**src/hdl/tempo_synced_loop_phase_defines.svh**
```systemverilog
// Assertion macros for the loop phase clock.
// Included by the top level; compiles to nothing when SYNTH is defined.
`ifndef TEMPO_SYNCED_LOOP_PHASE_DEFINES_SVH
`define TEMPO_SYNCED_LOOP_PHASE_DEFINES_SVH
`ifndef SYNTH
`define TSL_ASSERT_IMP(lbl, clk, rst, ante, cons) \
   lbl: assert property (@(posedge clk) disable iff (rst) (ante) |-> (cons)) \
      else $error("tsl: assertion failed");
`define TSL_ASSERT_NXT(lbl, clk, rst, ante, cons) \
   lbl: assert property (@(posedge clk) disable iff (rst) (ante) |=> (cons)) \
      else $error("tsl: assertion failed");
`else
`define TSL_ASSERT_IMP(lbl, clk, rst, ante, cons)
`define TSL_ASSERT_NXT(lbl, clk, rst, ante, cons)
`endif
`endif

```
**src/hdl/tsl_pkg.sv**
```systemverilog
// Shared widths, reset values and control types of the loop phase clock.
// No dependencies; used by every module of the block.
`default_nettype none
package tsl_pkg;
   localparam int PHASE_BITS_DEF = 24;
   localparam int RATE_W = 20;
   localparam int BEATS_W = 24;
   localparam int TEMPO_W = 26;
   localparam int POS_W = 48;
   localparam int SMP_W = 64;
   localparam int OUT_PH_W = 24;
   localparam int DIV_W = 50;
   localparam int B60_W = 30;
   localparam int CNT_W = 6;
   localparam int ADDR_W = 3;
   localparam int DATA_W = 32;

   localparam logic [RATE_W-1:0] RATE_RST = 20'd48000;
   localparam logic [BEATS_W-1:0] BEATS_RST = 24'd262144;
   localparam logic [TEMPO_W-1:0] TEMPO_RST = 26'd7864320;
   localparam logic [TEMPO_W-1:0] TEMPO_MIN = 26'd65536;

   localparam logic REG_RATE = 1'b0;
   localparam logic REG_BEATS = 1'b1;

   typedef enum logic [2:0] {
      OP_HOLD,
      OP_CLR,
      OP_SHIFT,
      OP_ADD,
      OP_CAPT,
      OP_NEG
   } rem_op_type;

   typedef struct packed {
      rem_op_type op;
      logic       bit_in;
   } rem_ctl_type;
endpackage
`default_nettype wire

```
**src/hdl/tsl_dmul.sv**
```systemverilog
// Bit-serial multiplier forming the cycle divisor loop_beats * sample_rate * 60.
// Depends on tsl_pkg.
`default_nettype none
module tsl_dmul
   import tsl_pkg::*;
(
   input  wire logic               clock,
   input  wire logic               reset,
   input  wire logic               start,
   input  wire logic [BEATS_W-1:0] beats,
   input  wire logic [RATE_W-1:0]  rate,
   output logic                    busy,
   output logic [DIV_W-1:0]        prod
);
   localparam int MC_W = $clog2(RATE_W);

   logic [B60_W-1:0]  b60_ff, b60_in;
   logic [RATE_W-1:0] rsh_ff, rsh_in;
   logic [DIV_W-1:0]  acc_ff, acc_in;
   logic [MC_W-1:0]   cnt_ff, cnt_in;
   logic              busy_ff, busy_in;

   always_comb begin
      b60_in = b60_ff;
      rsh_in = rsh_ff;
      acc_in = acc_ff;
      cnt_in = cnt_ff;
      busy_in = busy_ff;
      if (start) begin
         b60_in = {beats, 6'b000000} - {4'b0000, beats, 2'b00};
         rsh_in = (rate == '0) ? RATE_W'(1) : rate;
         acc_in = '0;
         cnt_in = MC_W'(RATE_W - 1);
         busy_in = 1'b1;
      end else if (busy_ff) begin
         acc_in = {acc_ff[DIV_W-2:0], 1'b0} + (rsh_ff[RATE_W-1] ? DIV_W'(b60_ff) : '0);
         rsh_in = {rsh_ff[RATE_W-2:0], 1'b0};
         cnt_in = cnt_ff - 1'b1;
         if (cnt_ff == '0) begin
            busy_in = 1'b0;
         end
      end
   end

   always_ff @(posedge clock) begin
      if (reset) begin
         busy_ff <= 1'b0;
         cnt_ff <= '0;
      end else begin
         busy_ff <= busy_in;
         cnt_ff <= cnt_in;
      end
      b60_ff <= b60_in;
      rsh_ff <= rsh_in;
      acc_ff <= acc_in;
   end

   assign busy = busy_ff;
   assign prod = acc_ff;
endmodule
`default_nettype wire

```
**src/hdl/tsl_rem.sv**
```systemverilog
// Shared remainder unit: one restoring step, doubling or modular add per cycle.
// Depends on tsl_pkg for widths and the step control struct.
`default_nettype none
module tsl_rem
   import tsl_pkg::*;
#(
   parameter int PHASE_BITS = PHASE_BITS_DEF
) (
   input  wire logic             clock,
   input  wire rem_ctl_type      ctl,
   input  wire logic [DIV_W-1:0] div,
   output logic [DIV_W-1:0]      rem,
   output logic [PHASE_BITS-1:0] quo
);
   localparam int T_W = DIV_W + 2;

   logic [DIV_W-1:0]      r_ff, r_in;
   logic [DIV_W-1:0]      a_ff, a_in;
   logic [T_W-1:0]        amd_ff, amd_in;
   logic [PHASE_BITS-1:0] q_ff, q_in;
   logic [T_W-1:0]        t_sh, u_sh, t_add, u_add;

   always_comb begin
      t_sh = {1'b0, r_ff, ctl.bit_in};
      u_sh = t_sh - {2'b00, div};
      t_add = {2'b00, r_ff} + {2'b00, a_ff};
      u_add = {2'b00, r_ff} + amd_ff;
      r_in = r_ff;
      a_in = a_ff;
      amd_in = amd_ff;
      q_in = q_ff;
      case (ctl.op)
         OP_HOLD: begin
         end
         OP_CLR: begin
            r_in = '0;
            q_in = '0;
         end
         OP_SHIFT: begin
            r_in = u_sh[T_W-1] ? t_sh[DIV_W-1:0] : u_sh[DIV_W-1:0];
            q_in = {q_ff[PHASE_BITS-2:0], ~u_sh[T_W-1]};
         end
         OP_ADD: begin
            r_in = u_add[T_W-1] ? t_add[DIV_W-1:0] : u_add[DIV_W-1:0];
         end
         OP_CAPT: begin
            a_in = r_ff;
            amd_in = {2'b00, r_ff} - {2'b00, div};
            r_in = '0;
         end
         OP_NEG: begin
            if (r_ff != '0) begin
               r_in = div - r_ff;
            end
         end
         default: begin
         end
      endcase
   end

   always_ff @(posedge clock) begin
      r_ff <= r_in;
      a_ff <= a_in;
      amd_ff <= amd_in;
      q_ff <= q_in;
   end

   assign rem = r_ff;
   assign quo = q_ff;
endmodule
`default_nettype wire

```
**src/hdl/tempo_synced_loop_phase.sv**
```systemverilog
// Top level of the loop phase clock: handshake, state, sequencer, register port.
// Depends on tsl_pkg, tsl_dmul, tsl_rem and tempo_synced_loop_phase_defines.svh.
//
// One item per audio block, taken one at a time. A stopped block, or one that
// re-anchors without using a song position, goes straight to the result. A
// start with a valid position and unchanged tempo runs the shared remainder unit
// bit-serially over the 48 position bits, then over the PHASE_BITS fraction bits.
// Any other playing block takes the elapsed samples modulo the cycle divisor
// over 64 bits, a doubling and a conditional add per tempo bit for the tempo
// product, then the fraction bits; a divisor below the tempo keeps the anchor
// phase. The next beat is taken at the earliest in the cycle after the result
// is loaded. The divisor loop_beats * sample_rate * 60 is formed by a serial
// multiplier after reset and after each register write; req_ready stays low
// while it is started and runs. The result waits in an output register, so the
// next item is taken while it is still held; a second finished result waits in
// the sequencer and stalls the input until the first has gone.
`default_nettype none
`include "tempo_synced_loop_phase_defines.svh"
module tempo_synced_loop_phase
   import tsl_pkg::*;
#(
   parameter int PHASE_BITS = PHASE_BITS_DEF
) (
   input  wire logic                     clock,
   input  wire logic                     reset,
   input  wire logic                     req_valid,
   output logic                          req_ready,
   input  wire logic                     req_play_known,
   input  wire logic                     req_host_playing,
   input  wire logic                     req_tempo_valid,
   input  wire logic [TEMPO_W-1:0]       req_host_tempo,
   input  wire logic                     req_position_valid,
   input  wire logic signed [POS_W-1:0]  req_host_position,
   input  wire logic signed [SMP_W-1:0]  req_block_end,
   output logic                          rsp_valid,
   input  wire logic                     rsp_ready,
   output logic [OUT_PH_W-1:0]           rsp_phase,
   output logic                          rsp_phase_reliable,
   output logic [TEMPO_W-1:0]            rsp_tempo_used,
   output logic                          rsp_reset_suggested,
   input  wire logic                     csr_psel,
   input  wire logic                     csr_penable,
   input  wire logic                     csr_pwrite,
   input  wire logic [ADDR_W-1:0]        csr_paddr,
   input  wire logic [DATA_W-1:0]        csr_pwdata,
   output logic [DATA_W-1:0]             csr_prdata,
   output logic                          csr_pready
);
   typedef enum logic [11:0] {
      ST_IDLE   = 12'b000000000001,
      ST_ELAP   = 12'b000000000010,
      ST_EMOD   = 12'b000000000100,
      ST_CAPT   = 12'b000000001000,
      ST_MSH    = 12'b000000010000,
      ST_MADD   = 12'b000000100000,
      ST_POSABS = 12'b000001000000,
      ST_POSMOD = 12'b000010000000,
      ST_POSNEG = 12'b000100000000,
      ST_FRAC   = 12'b001000000000,
      ST_UPD    = 12'b010000000000,
      ST_FIN    = 12'b100000000000
   } seq_state_type;

   seq_state_type         st_ff, st_in;
   logic [CNT_W-1:0]      cnt_ff, cnt_in;
   logic [RATE_W-1:0]     rate_ff, rate_in;
   logic [BEATS_W-1:0]    beats_ff, beats_in;
   logic                  dstart_ff, dstart_in;
   logic [TEMPO_W-1:0]    held_tempo_ff, held_tempo_in;
   logic                  was_playing_ff, was_playing_in;
   logic                  started_ff, started_in;
   logic [SMP_W-1:0]      anchor_sample_ff, anchor_sample_in;
   logic [PHASE_BITS-1:0] anchor_phase_ff, anchor_phase_in;
   logic [PHASE_BITS-1:0] last_phase_ff, last_phase_in;
   logic [SMP_W-1:0]      sh_ff, sh_in;
   logic [TEMPO_W-1:0]    tsh_ff, tsh_in;
   logic                  pos_mode_ff, pos_mode_in;
   logic                  neg_ff, neg_in;
   logic                  reset_sug_ff, reset_sug_in;
   logic                  rsp_valid_ff, rsp_valid_in;
   logic [OUT_PH_W-1:0]   rsp_phase_ff, rsp_phase_in;
   logic                  rsp_rel_ff, rsp_rel_in;
   logic [TEMPO_W-1:0]    rsp_tempo_ff, rsp_tempo_in;
   logic                  rsp_reset_ff, rsp_reset_in;

   logic                  csr_wr;
   logic [BEATS_W-1:0]    beats_eff;
   logic                  dm_busy;
   logic [DIV_W-1:0]      dm_prod;
   logic [DIV_W-1:0]      div;
   logic [DIV_W-1:0]      rem;
   logic [PHASE_BITS-1:0] quo;
   rem_ctl_type           ctl;

   logic                  playing, just_started, changed, reanchor, use_pos;
   logic [TEMPO_W-1:0]    tempo_clamp, tempo_new;
   logic [PHASE_BITS-1:0] ph_keep;
   logic [SMP_W-1:0]      elapsed;
   logic [POS_W-1:0]      pos_mag;
   logic [OUT_PH_W-1:0]   ph_view;
   logic                  rem_live;

   // register port
   assign csr_pready = 1'b1;
   assign csr_wr = csr_psel & csr_penable & csr_pwrite;
   assign csr_prdata = (csr_paddr[2] == REG_BEATS) ? DATA_W'(beats_ff) : DATA_W'(rate_ff);

   always_comb begin
      rate_in = rate_ff;
      beats_in = beats_ff;
      dstart_in = csr_wr;
      if (csr_wr) begin
         if (csr_paddr[2] == REG_BEATS) begin
            beats_in = csr_pwdata[BEATS_W-1:0];
         end else begin
            rate_in = csr_pwdata[RATE_W-1:0];
         end
      end
   end

   assign beats_eff = (beats_ff == '0) ? BEATS_W'(1) : beats_ff;
   assign div = pos_mode_ff ? DIV_W'(beats_eff) : dm_prod;

   tsl_dmul u_dmul (
      .clock (clock),
      .reset (reset),
      .start (dstart_ff),
      .beats (beats_eff),
      .rate  (rate_ff),
      .busy  (dm_busy),
      .prod  (dm_prod)
   );

   tsl_rem #(
      .PHASE_BITS (PHASE_BITS)
   ) u_rem (
      .clock (clock),
      .ctl   (ctl),
      .div   (div),
      .rem   (rem),
      .quo   (quo)
   );

   generate
      if (PHASE_BITS >= OUT_PH_W) begin : g_trunc
         assign ph_view = last_phase_ff[PHASE_BITS-1 -: OUT_PH_W];
      end else begin : g_pad
         assign ph_view = {last_phase_ff, {(OUT_PH_W - PHASE_BITS){1'b0}}};
      end
   endgenerate

   // beat decode
   assign playing = req_play_known ? req_host_playing : 1'b1;
   assign tempo_clamp = (req_host_tempo < TEMPO_MIN) ? TEMPO_MIN : req_host_tempo;
   assign tempo_new = req_tempo_valid ? tempo_clamp : held_tempo_ff;
   assign just_started = playing & ~was_playing_ff;
   assign changed = tempo_new != held_tempo_ff;
   assign reanchor = ~started_ff | just_started | changed;
   assign use_pos = reanchor & ~changed & just_started & req_position_valid;
   assign ph_keep = changed ? '0 : last_phase_ff;

   assign elapsed = ($signed(sh_ff) > $signed(anchor_sample_ff)) ? sh_ff - anchor_sample_ff : '0;
   assign pos_mag = neg_ff ? -sh_ff[POS_W-1:0] : sh_ff[POS_W-1:0];

   assign req_ready = (st_ff == ST_IDLE) & ~dstart_ff & ~dm_busy;

   always_comb begin
      st_in = st_ff;
      cnt_in = cnt_ff;
      held_tempo_in = held_tempo_ff;
      was_playing_in = was_playing_ff;
      started_in = started_ff;
      anchor_sample_in = anchor_sample_ff;
      anchor_phase_in = anchor_phase_ff;
      last_phase_in = last_phase_ff;
      sh_in = sh_ff;
      tsh_in = tsh_ff;
      pos_mode_in = pos_mode_ff;
      neg_in = neg_ff;
      reset_sug_in = reset_sug_ff;
      rsp_valid_in = rsp_valid_ff;
      rsp_phase_in = rsp_phase_ff;
      rsp_rel_in = rsp_rel_ff;
      rsp_tempo_in = rsp_tempo_ff;
      rsp_reset_in = rsp_reset_ff;
      ctl.op = OP_HOLD;
      ctl.bit_in = 1'b0;
      if (rsp_valid_ff && rsp_ready) begin
         rsp_valid_in = 1'b0;
      end
      case (st_ff)
         ST_IDLE: begin
            if (req_valid && req_ready) begin
               was_playing_in = playing;
               reset_sug_in = reanchor;
               if (reanchor) begin
                  started_in = 1'b1;
                  held_tempo_in = tempo_new;
               end
               if (!playing || (reanchor && !use_pos)) begin
                  anchor_sample_in = req_block_end;
                  anchor_phase_in = ph_keep;
                  last_phase_in = ph_keep;
                  st_in = ST_FIN;
               end else if (use_pos) begin
                  anchor_sample_in = req_block_end;
                  sh_in = {{(SMP_W - POS_W){1'b0}}, req_host_position};
                  neg_in = req_host_position[POS_W-1];
                  pos_mode_in = 1'b1;
                  st_in = ST_POSABS;
               end else begin
                  sh_in = req_block_end;
                  pos_mode_in = 1'b0;
                  st_in = ST_ELAP;
               end
            end
         end
         ST_ELAP: begin
            ctl.op = OP_CLR;
            sh_in = elapsed;
            if (dm_prod < DIV_W'(held_tempo_ff)) begin
               last_phase_in = anchor_phase_ff;
               st_in = ST_FIN;
            end else begin
               cnt_in = CNT_W'(SMP_W - 1);
               st_in = ST_EMOD;
            end
         end
         ST_EMOD: begin
            ctl.op = OP_SHIFT;
            ctl.bit_in = sh_ff[SMP_W-1];
            sh_in = {sh_ff[SMP_W-2:0], 1'b0};
            cnt_in = cnt_ff - 1'b1;
            if (cnt_ff == '0) begin
               st_in = ST_CAPT;
            end
         end
         ST_CAPT: begin
            ctl.op = OP_CAPT;
            tsh_in = held_tempo_ff;
            cnt_in = CNT_W'(TEMPO_W - 1);
            st_in = ST_MSH;
         end
         ST_MSH: begin
            ctl.op = OP_SHIFT;
            st_in = ST_MADD;
         end
         ST_MADD: begin
            ctl.op = tsh_ff[TEMPO_W-1] ? OP_ADD : OP_HOLD;
            tsh_in = {tsh_ff[TEMPO_W-2:0], 1'b0};
            cnt_in = cnt_ff - 1'b1;
            if (cnt_ff == '0) begin
               cnt_in = CNT_W'(PHASE_BITS - 1);
               st_in = ST_FRAC;
            end else begin
               st_in = ST_MSH;
            end
         end
         ST_POSABS: begin
            ctl.op = OP_CLR;
            sh_in = {pos_mag, {(SMP_W - POS_W){1'b0}}};
            cnt_in = CNT_W'(POS_W - 1);
            st_in = ST_POSMOD;
         end
         ST_POSMOD: begin
            ctl.op = OP_SHIFT;
            ctl.bit_in = sh_ff[SMP_W-1];
            sh_in = {sh_ff[SMP_W-2:0], 1'b0};
            cnt_in = cnt_ff - 1'b1;
            if (cnt_ff == '0) begin
               st_in = ST_POSNEG;
            end
         end
         ST_POSNEG: begin
            ctl.op = neg_ff ? OP_NEG : OP_HOLD;
            cnt_in = CNT_W'(PHASE_BITS - 1);
            st_in = ST_FRAC;
         end
         ST_FRAC: begin
            ctl.op = OP_SHIFT;
            cnt_in = cnt_ff - 1'b1;
            if (cnt_ff == '0) begin
               st_in = ST_UPD;
            end
         end
         ST_UPD: begin
            if (pos_mode_ff) begin
               anchor_phase_in = quo;
               last_phase_in = quo;
            end else begin
               last_phase_in = anchor_phase_ff + quo;
            end
            st_in = ST_FIN;
         end
         ST_FIN: begin
            // hold until the output register is free
            if (!rsp_valid_ff || rsp_ready) begin
               rsp_valid_in = 1'b1;
               rsp_phase_in = ph_view;
               rsp_rel_in = started_ff;
               rsp_tempo_in = held_tempo_ff;
               rsp_reset_in = reset_sug_ff;
               st_in = ST_IDLE;
            end
         end
         default: begin
            st_in = ST_IDLE;
         end
      endcase
   end

   always_ff @(posedge clock) begin
      if (reset) begin
         st_ff <= ST_IDLE;
         cnt_ff <= '0;
         rate_ff <= RATE_RST;
         beats_ff <= BEATS_RST;
         dstart_ff <= 1'b1;
         held_tempo_ff <= TEMPO_RST;
         was_playing_ff <= 1'b0;
         started_ff <= 1'b0;
         anchor_sample_ff <= '0;
         anchor_phase_ff <= '0;
         last_phase_ff <= '0;
         pos_mode_ff <= 1'b0;
         rsp_valid_ff <= 1'b0;
      end else begin
         st_ff <= st_in;
         cnt_ff <= cnt_in;
         rate_ff <= rate_in;
         beats_ff <= beats_in;
         dstart_ff <= dstart_in;
         held_tempo_ff <= held_tempo_in;
         was_playing_ff <= was_playing_in;
         started_ff <= started_in;
         anchor_sample_ff <= anchor_sample_in;
         anchor_phase_ff <= anchor_phase_in;
         last_phase_ff <= last_phase_in;
         pos_mode_ff <= pos_mode_in;
         rsp_valid_ff <= rsp_valid_in;
      end
      sh_ff <= sh_in;
      tsh_ff <= tsh_in;
      neg_ff <= neg_in;
      reset_sug_ff <= reset_sug_in;
      rsp_phase_ff <= rsp_phase_in;
      rsp_rel_ff <= rsp_rel_in;
      rsp_tempo_ff <= rsp_tempo_in;
      rsp_reset_ff <= rsp_reset_in;
   end

   assign rsp_valid = rsp_valid_ff;
   assign rsp_phase = rsp_phase_ff;
   assign rsp_phase_reliable = rsp_rel_ff;
   assign rsp_tempo_used = rsp_tempo_ff;
   assign rsp_reset_suggested = rsp_reset_ff;

   assign rem_live = (st_ff == ST_EMOD) | (st_ff == ST_MSH) | (st_ff == ST_MADD) |
                     (st_ff == ST_POSMOD) | (st_ff == ST_FRAC);

   `TSL_ASSERT_NXT(a_leave_idle, clock, reset, req_valid && req_ready, st_ff != ST_IDLE)
   `TSL_ASSERT_IMP(a_rem_below_div, clock, reset, rem_live, rem < div)
   `TSL_ASSERT_IMP(a_rsp_sane, clock, reset, rsp_valid, rsp_phase_reliable && rsp_tempo_used >= TEMPO_MIN)
endmodule
`default_nettype wire

```
**config.mk**
```make
export PLATFORM = sky130hd
export DESIGN_NAME = tempo_synced_loop_phase
export DESIGN_NICKNAME = d
export VERILOG_FILES = /design/src/hdl/tsl_pkg.sv /design/src/hdl/tsl_dmul.sv /design/src/hdl/tsl_rem.sv /design/src/hdl/tempo_synced_loop_phase.sv
export VERILOG_INCLUDE_DIRS = /design/src /design/src/hdl
export SDC_FILE = /design/constraint.sdc
export NUM_CORES = 2
export LEC_CHECK = 0
export BUFFER_PORTS_ARGS = -buffer_cell sky130_fd_sc_hd__buf_2
export CAP_MARGIN = 20
export CORE_ASPECT_RATIO = 1.5
export CORE_MARGIN = 5
export CORE_UTILIZATION = 50
export DETAILED_ROUTE_END_ITERATION = 12
export PLACE_DENSITY = 0.67
export SYNTH_ARGS = -nofsm -noshare
export SYNTH_HDL_FRONTEND = slang
export SYNTH_SLANG_ARGS = --single-unit
```
**constraint.sdc**
```tcl
create_clock -name clock -period 16.7 [get_ports clock]
set_input_delay 0.835 -clock clock [delete_from_list [all_inputs] [get_ports clock]]
set_output_delay 0.835 -clock clock [all_outputs]
set_load 0.02 [all_outputs]
```
# ---- Word level (Yosys, flattened, before mapping)
# Index checks and enable logic that the tools add are counted.
dict set report op_classes {
  n_eq_ne 29
  n_reduce_logical 42
  n_lt_le_gt_ge 3
  n_bitwise 18
  addsub 12
  n_mux 58
}
# operator n
set ops {}
lappend ops {{64-bit two-way mux} 6}
lappend ops {{64-bit one-hot mux with 4 select lines} 1}
lappend ops {{50-bit two-way mux} 4}
lappend ops {{50-bit one-hot mux with 4 select lines} 1}
lappend ops {{24-bit two-way mux} 8}
lappend ops {{12-bit one-hot mux with 12 select lines} 1}
lappend ops {{50-bit adder} 2}
lappend ops {{24-bit one-hot mux with 2 select lines} 2}
lappend ops {{12-bit two-way mux} 7}
lappend ops {{24-bit one-hot mux with 3 select lines} 1}
lappend ops {{64-bit greater-than comparator} 1}
lappend ops {{64-bit subtractor} 1}
lappend ops {{20-bit two-way mux} 3}
lappend ops {{50-bit by 52-bit adder with 52-bit output} 1}
lappend ops {{26-bit two-way mux} 2}
lappend ops {{26-bit one-hot mux with 2 select lines} 1}
lappend ops {{51-bit by 50-bit subtractor with 52-bit output} 1}
lappend ops {{50-bit by 50-bit subtractor with 51-bit output} 1}
lappend ops {{50-bit by 26-bit less-than comparator with 1-bit output} 1}
lappend ops {{50-bit nonzero test} 1}
lappend ops {{50-bit subtractor} 1}
lappend ops {{48-bit two-way mux} 1}
lappend ops {{48-bit negator} 1}
lappend ops {{6-bit one-hot mux with 6 select lines} 1}
lappend ops {{53 further kinds} 112}
dict set report totals {
  input_bits 184
  out_inout_bits 87
  elab_cells 193
  ff_bits 631
}

# ---- Longest topological paths before layout
dict set report logic_depth {
  depth_word 14
  mapped_depth 24
  ltp_nobuf 21
}

# ---- Modules after synthesis
# From an unflattened synthesis, not the netlist that was laid out.
dict set report hier_totals {
  hier_cells 6145
  area_unflattened_um2 51316.7
}
# mod instances area_per_inst_um2 cells_per_inst seq_area_each_um2
set modules_own_cells {}
lappend modules_own_cells {tempo_synced_loop_phase 1 23152.2 2765 8428.1}
lappend modules_own_cells {tsl_rem 1 21172.8 2602 5255.0}
lappend modules_own_cells {tsl_dmul 1 6991.7 778 2522.4}

# ---- Worst setup path before layout
# OpenSTA, ideal clock, no wires.
dict set report synth_timing {
  path_kind {flip-flop to flip-flop}
  start {register st_ff[2]}
  end {register u_rem.r_ff[0] (netlist: u_rem.rem[0]) (enable)}
  t_arrival_ps 12069
  n_path_buf 1
  setup_slack_ps 4157
  required_time_ps 16226
  setup_ps 474
  synth_period_minus_slack_ps 12543
  path_stages_with_launch 7
  cell_sequence {dfxtp_1 -> clkbuf_1 -> nor4_1 -> nand4_1 -> nor3b_1 -> nor3_1 -> a21oi_1}
}
dict set report synth_via {
  elab_chain_len 7
  elab_cells_between_ends 21
  classes_between {15 x eq/ne; 1 x mux; 5 x reduce/logical}
}
# item line
set synth_lines {}
lappend synth_lines {{start: declaration} tempo_synced_loop_phase.sv:64} ;# seq_state_type st_ff, st_in;
lappend synth_lines {{start signal: assignment} tempo_synced_loop_phase.sv:328} ;# st_ff <= st_in;
lappend synth_lines {{12-bit by 3-bit equality test with 1-bit output (tied with other cells)} tempo_synced_loop_phase.sv:191} ;# case (st_ff)
lappend synth_lines {{4-bit OR reduction (no source line) / 2-bit OR reduction (equally long branches)} -}
lappend synth_lines {{3-bit one-hot mux with 5 select lines *} tempo_synced_loop_phase.sv:191}
lappend synth_lines {{3-bit equality test / 3-bit by 1-bit equality test with 1-bit output (equally long branches)} tsl_rem.sv:32} ;# case (ctl.op)
lappend synth_lines {{2-bit OR reduction (no source line)} -}
lappend synth_lines {{4-bit nonzero test (no source line)} -}
lappend synth_lines {{2-bit AND reduction (no source line) *} -}
lappend synth_lines {{end signal: assignment} tsl_rem.sv:62} ;# r_ff <= r_in;
lappend synth_lines {{end: declaration} tsl_rem.sv:17} ;# logic [DIV_W-1:0] r_ff, r_in;
# Every way passes the cells marked *; elsewhere a longest branch is shown, timed or not.
# A chain may end at the register's enable or synchronous reset.

# ---- Final worst setup path
dict set report layout_timing {
  start {register pos_mode_ff}
  end {register u_rem.r_ff[48] (netlist: u_rem.rem[48]), data pin}
}
dict set report layout_via {
  elab_chain_len 4
  elab_cells_between_ends 6
  classes_between {2 x add/sub; 4 x mux}
}
# item line
set layout_lines {}
lappend layout_lines {{start: declaration} tempo_synced_loop_phase.sv:77} ;# logic pos_mode_ff, pos_mode_in;
lappend layout_lines {{start signal: assignment} tempo_synced_loop_phase.sv:339} ;# pos_mode_ff <= pos_mode_in;
lappend layout_lines {{50-bit two-way mux *} tempo_synced_loop_phase.sv:122} ;# assign div = pos_mode_ff ? DIV_W'(beats_eff) : dm_prod;
lappend layout_lines {{51-bit by 50-bit subtractor with 52-bit output / 50-bit subtractor (equally long branches)} {tsl_rem.sv:25, tsl_rem.sv:53}}
lappend layout_lines {{50-bit two-way mux (on tied branches)} {tsl_rem.sv:40, tsl_rem.sv:52}}
lappend layout_lines {{50-bit one-hot mux with 4 select lines *} tsl_rem.sv:32}
lappend layout_lines {{net u_rem.r_in[48]} tsl_rem.sv:17}
# The timed path passes the listed nets; every way through them passes the cells marked *. The select of a mux whose other input is x is not followed.

==> results.json <==
{
  "status": "finished clean",
  "p_leak_nw": 21.29,
  "yosys.area.top_type": "edfxtp_1",
  "synthFlopType": "edfxtp_1",
  "period_share": 0.4130,
  "core_um2": 97220,
  "gr-usage-all-layers": 0.3032,
  "postCtsSetupRepairBufs": 0,
  "grt_pass1_wl_mm": 249.7,
  "grt_max_degree": 111,
  "synthArstFlopShare": 0,
  "critPathMaxFanout": 41,
  "initial_core_util": 0.5037,
  "ys_types": 93,
  "vias": 44281,
  "dieHeight_um": 393.3,
  "wire_per_inst_um": 22.84,
  "hpwl_mm": 127.2,
  "synth_top_family_by_area": "compound AO/OA/AOI/OAI gates",
  "critPathKind": "reg -> reg",
  "cts_max_path_buffers": 3,
  "clock_latency_ns": 0.68,
  "drc_errors": 0,
  "cts.repair.resized": 0,
  "fp.dieW_um": 265.5,
  "synth-edff-count": 367,
  "synth_compound_area_frac": 0.2305,
  "drtIter0Drc": 3401,
  "fill_cells": 9200,
  "synth.top_cells.by_area": "edfxtp_1 (23%), dfxtp_1 (11%), ha_1 (9.6%)",
  "postCtsHoldBufs": 0,
  "clock-root-buffer": "clkbuf_16",
  "slew_viol_final": 0,
  "hold_violations": 0,
  "required_ns": 17.11,
  "syn_area_per_cell_um2": 8.415,
  "hp-class": "in -> reg",
  "fin_tns_setup_ns": 0,
  "vdd_drop_max_mv": 0.07972,
  "synth_area_um2": 48970,
  "crit_path_start_kind": "register",
  "numPortBuffers": 251,
  "rsz0062_at_grt": "no",
  "gp_congestion": 0.9974,
  "drt_wl_total_mm": 165.2,
  "synth_cells": 5819,
  "synth_top_area_frac": 0.2250,
  "antenna_found_initial": 9,
  "final_nets": 6461,
  "synth-xor-area-share": 0.08156,
  "syn2layout_area_growth_pct": 9.382,
  "cts_tree": "done",
  "vias_per_cell": 6.121,
  "drive_gt1_frac": 0.09397,
  "min_period_ns": 6.897,
  "pin_count": 271,
  "num_rows": 140,
  "tightest_slew_ns": 1.150,
  "grt_pass1_vias": 44144,
  "grt-ovfl-total": 0,
  "clkSlewWorstSetupHoldPaths_ns": 0.07,
  "cp-end-kind": "register",
  "cts_buffers": 67,
  "finalSetupViolations": 0,
  "ant_nets": 0,
  "max_freq_ghz": 0.1450,
  "max_cap_violations": 0,
  "synth_most_common_cell": "nand2_1",
  "muxShareOfSynthArea": 0.03350,
  "skew_ns": 0.04303,
  "htreeDepth": 3,
  "arrival_ns": 7.30,
  "fin_hold_ws_ns": 0.3897,
  "drtPass1Iterations": 6,
  "synth_warnings": 0,
  "yosys_register_bits": 626,
  "slew_headroom": 0.2253,
  "cts.sinks": 626,
  "synth_common_cells": "nand2_1 (658), a21oi_1 (555), nor2_1 (427), ha_1 (375), edfxtp_1 (367)",
  "power_density_nw_per_um2": 75.27,
  "synth-simple-area-share": 0.1721,
  "dieArea_um2": 104400,
  "synth_seq_area_share": 0.3309,
  "synth_adder_area_share": 0.1024
}
==> registers in the layout, summed over array words and instances (netlist names), 12 cells and up <==
register	flops
anchor_sample_ff	64
sh_ff	64
u_rem.amd_ff	51
u_rem.a_ff	50
u_rem.rem	50
u_dmul.prod	48
u_dmul.b60_ff	28
held_tempo_ff	26
rsp_tempo_used	26
tsh_ff	26
anchor_phase_ff	24
beats_ff	24
last_phase_ff	24
rsp_phase	24
u_rem.quo	24
rate_ff	20
u_dmul.rsh_ff	20
st_ff	12
==> kinds of logic after synthesis <==
group           count (synthesis)
flops                         626
mux                           153
compound gates               1769
fa+ha+maj                     399
buf+inv                       626
xor+xnor                      456
simple gates                 1788
other cells                     2
==> per-layer routing <==
layer	up-vias	wire length [um]	global-route usage
met1	21209	60860	0.3240
li1	21261	-	-
met3	456	7382	0.03409
met5	-	13	0
met2	1353	84600	0.5619
met4	2	12370	0.1979
==> per-stage QoR <==
stage          cell area, um^2  total power, W  worst slack (ns)  cells    util
3_5_place_dp             51200        0.002479             10.02   7101  0.5266
6_report                 53560        0.004032             9.803   7234  0.5510
2_1_floorplan            49000        0.002267             4.157   5826       -
4_1_cts                  53490        0.004049             9.967   7225  0.5502
3_3_place_gp             51200        0.002471             10.03   7101  0.5266
5_1_grt                  53550        0.004186             9.719   7230  0.5509
==> power breakdown <==
part	internal [W]	switching (W)	total [W]
clock	0.000876	0.000699	0.00157
sequential	0.00170	0.0000548	0.00175
combinational	0.000276	0.000430	0.000707
==> layout make-up <==
type	instances	area, um^2	share of cell area
well taps	1278	1599	0.02985
multi-input cells	4574	30520	0.5697
flip-flops and latches	626	16210	0.3027
inverters	317	1190	0.02221
clock buffers	92	1894	0.03537
repair buffers	308	1730	0.03231
diodes	7	17.52	0.0003270
clock inverters	32	400.4	0.007475
==> worst paths after layout <==
path                       start                   to  slack [ns]  cells after the start
setup / recovery     pos_mode_ff        u_rem.rem[48]        9.80                     16
hold / removal    csr_pwdata[13]          rate_ff[13]        0.39                      3
setup reg to reg     pos_mode_ff        u_rem.rem[48]        9.80                     16
hold reg to reg     reset_sug_ff  rsp_reset_suggested        0.43                      0
==> worst max-delay path, cell delays in order (launching register included) <==
cell and delay (ns):
dfxtp_4 0.72, mux2i_2 0.77, inv_2 0.15, ha_1 0.58, nand2_1 0.18, nor2_1 0.26, nand4_1 0.26, a21o_1 0.26
o31ai_1 0.54, o21ai_0 0.44, o21ai_0 0.60, a31oi_1 0.30, o21a_1 0.31, o41ai_1 0.56, xnor2_1 0.19, o2111ai_1 0.12
a311o_1 0.29
==> cell usage in the layout, fill, tap and decap left out, types with 209 or more instances in the layout <==
cell type / n
ha_1: 375
o21ai_0: 336
xnor2_1: 267
buf_2: 250
a21o_1: 209
dfxtp_1: 256
edfxtp_1: 367
nor2_1: 425
a21oi_1: 554
nand2_1: 656
inv_1: 315
No activity file was read; power rests on OpenSTA's default activity.
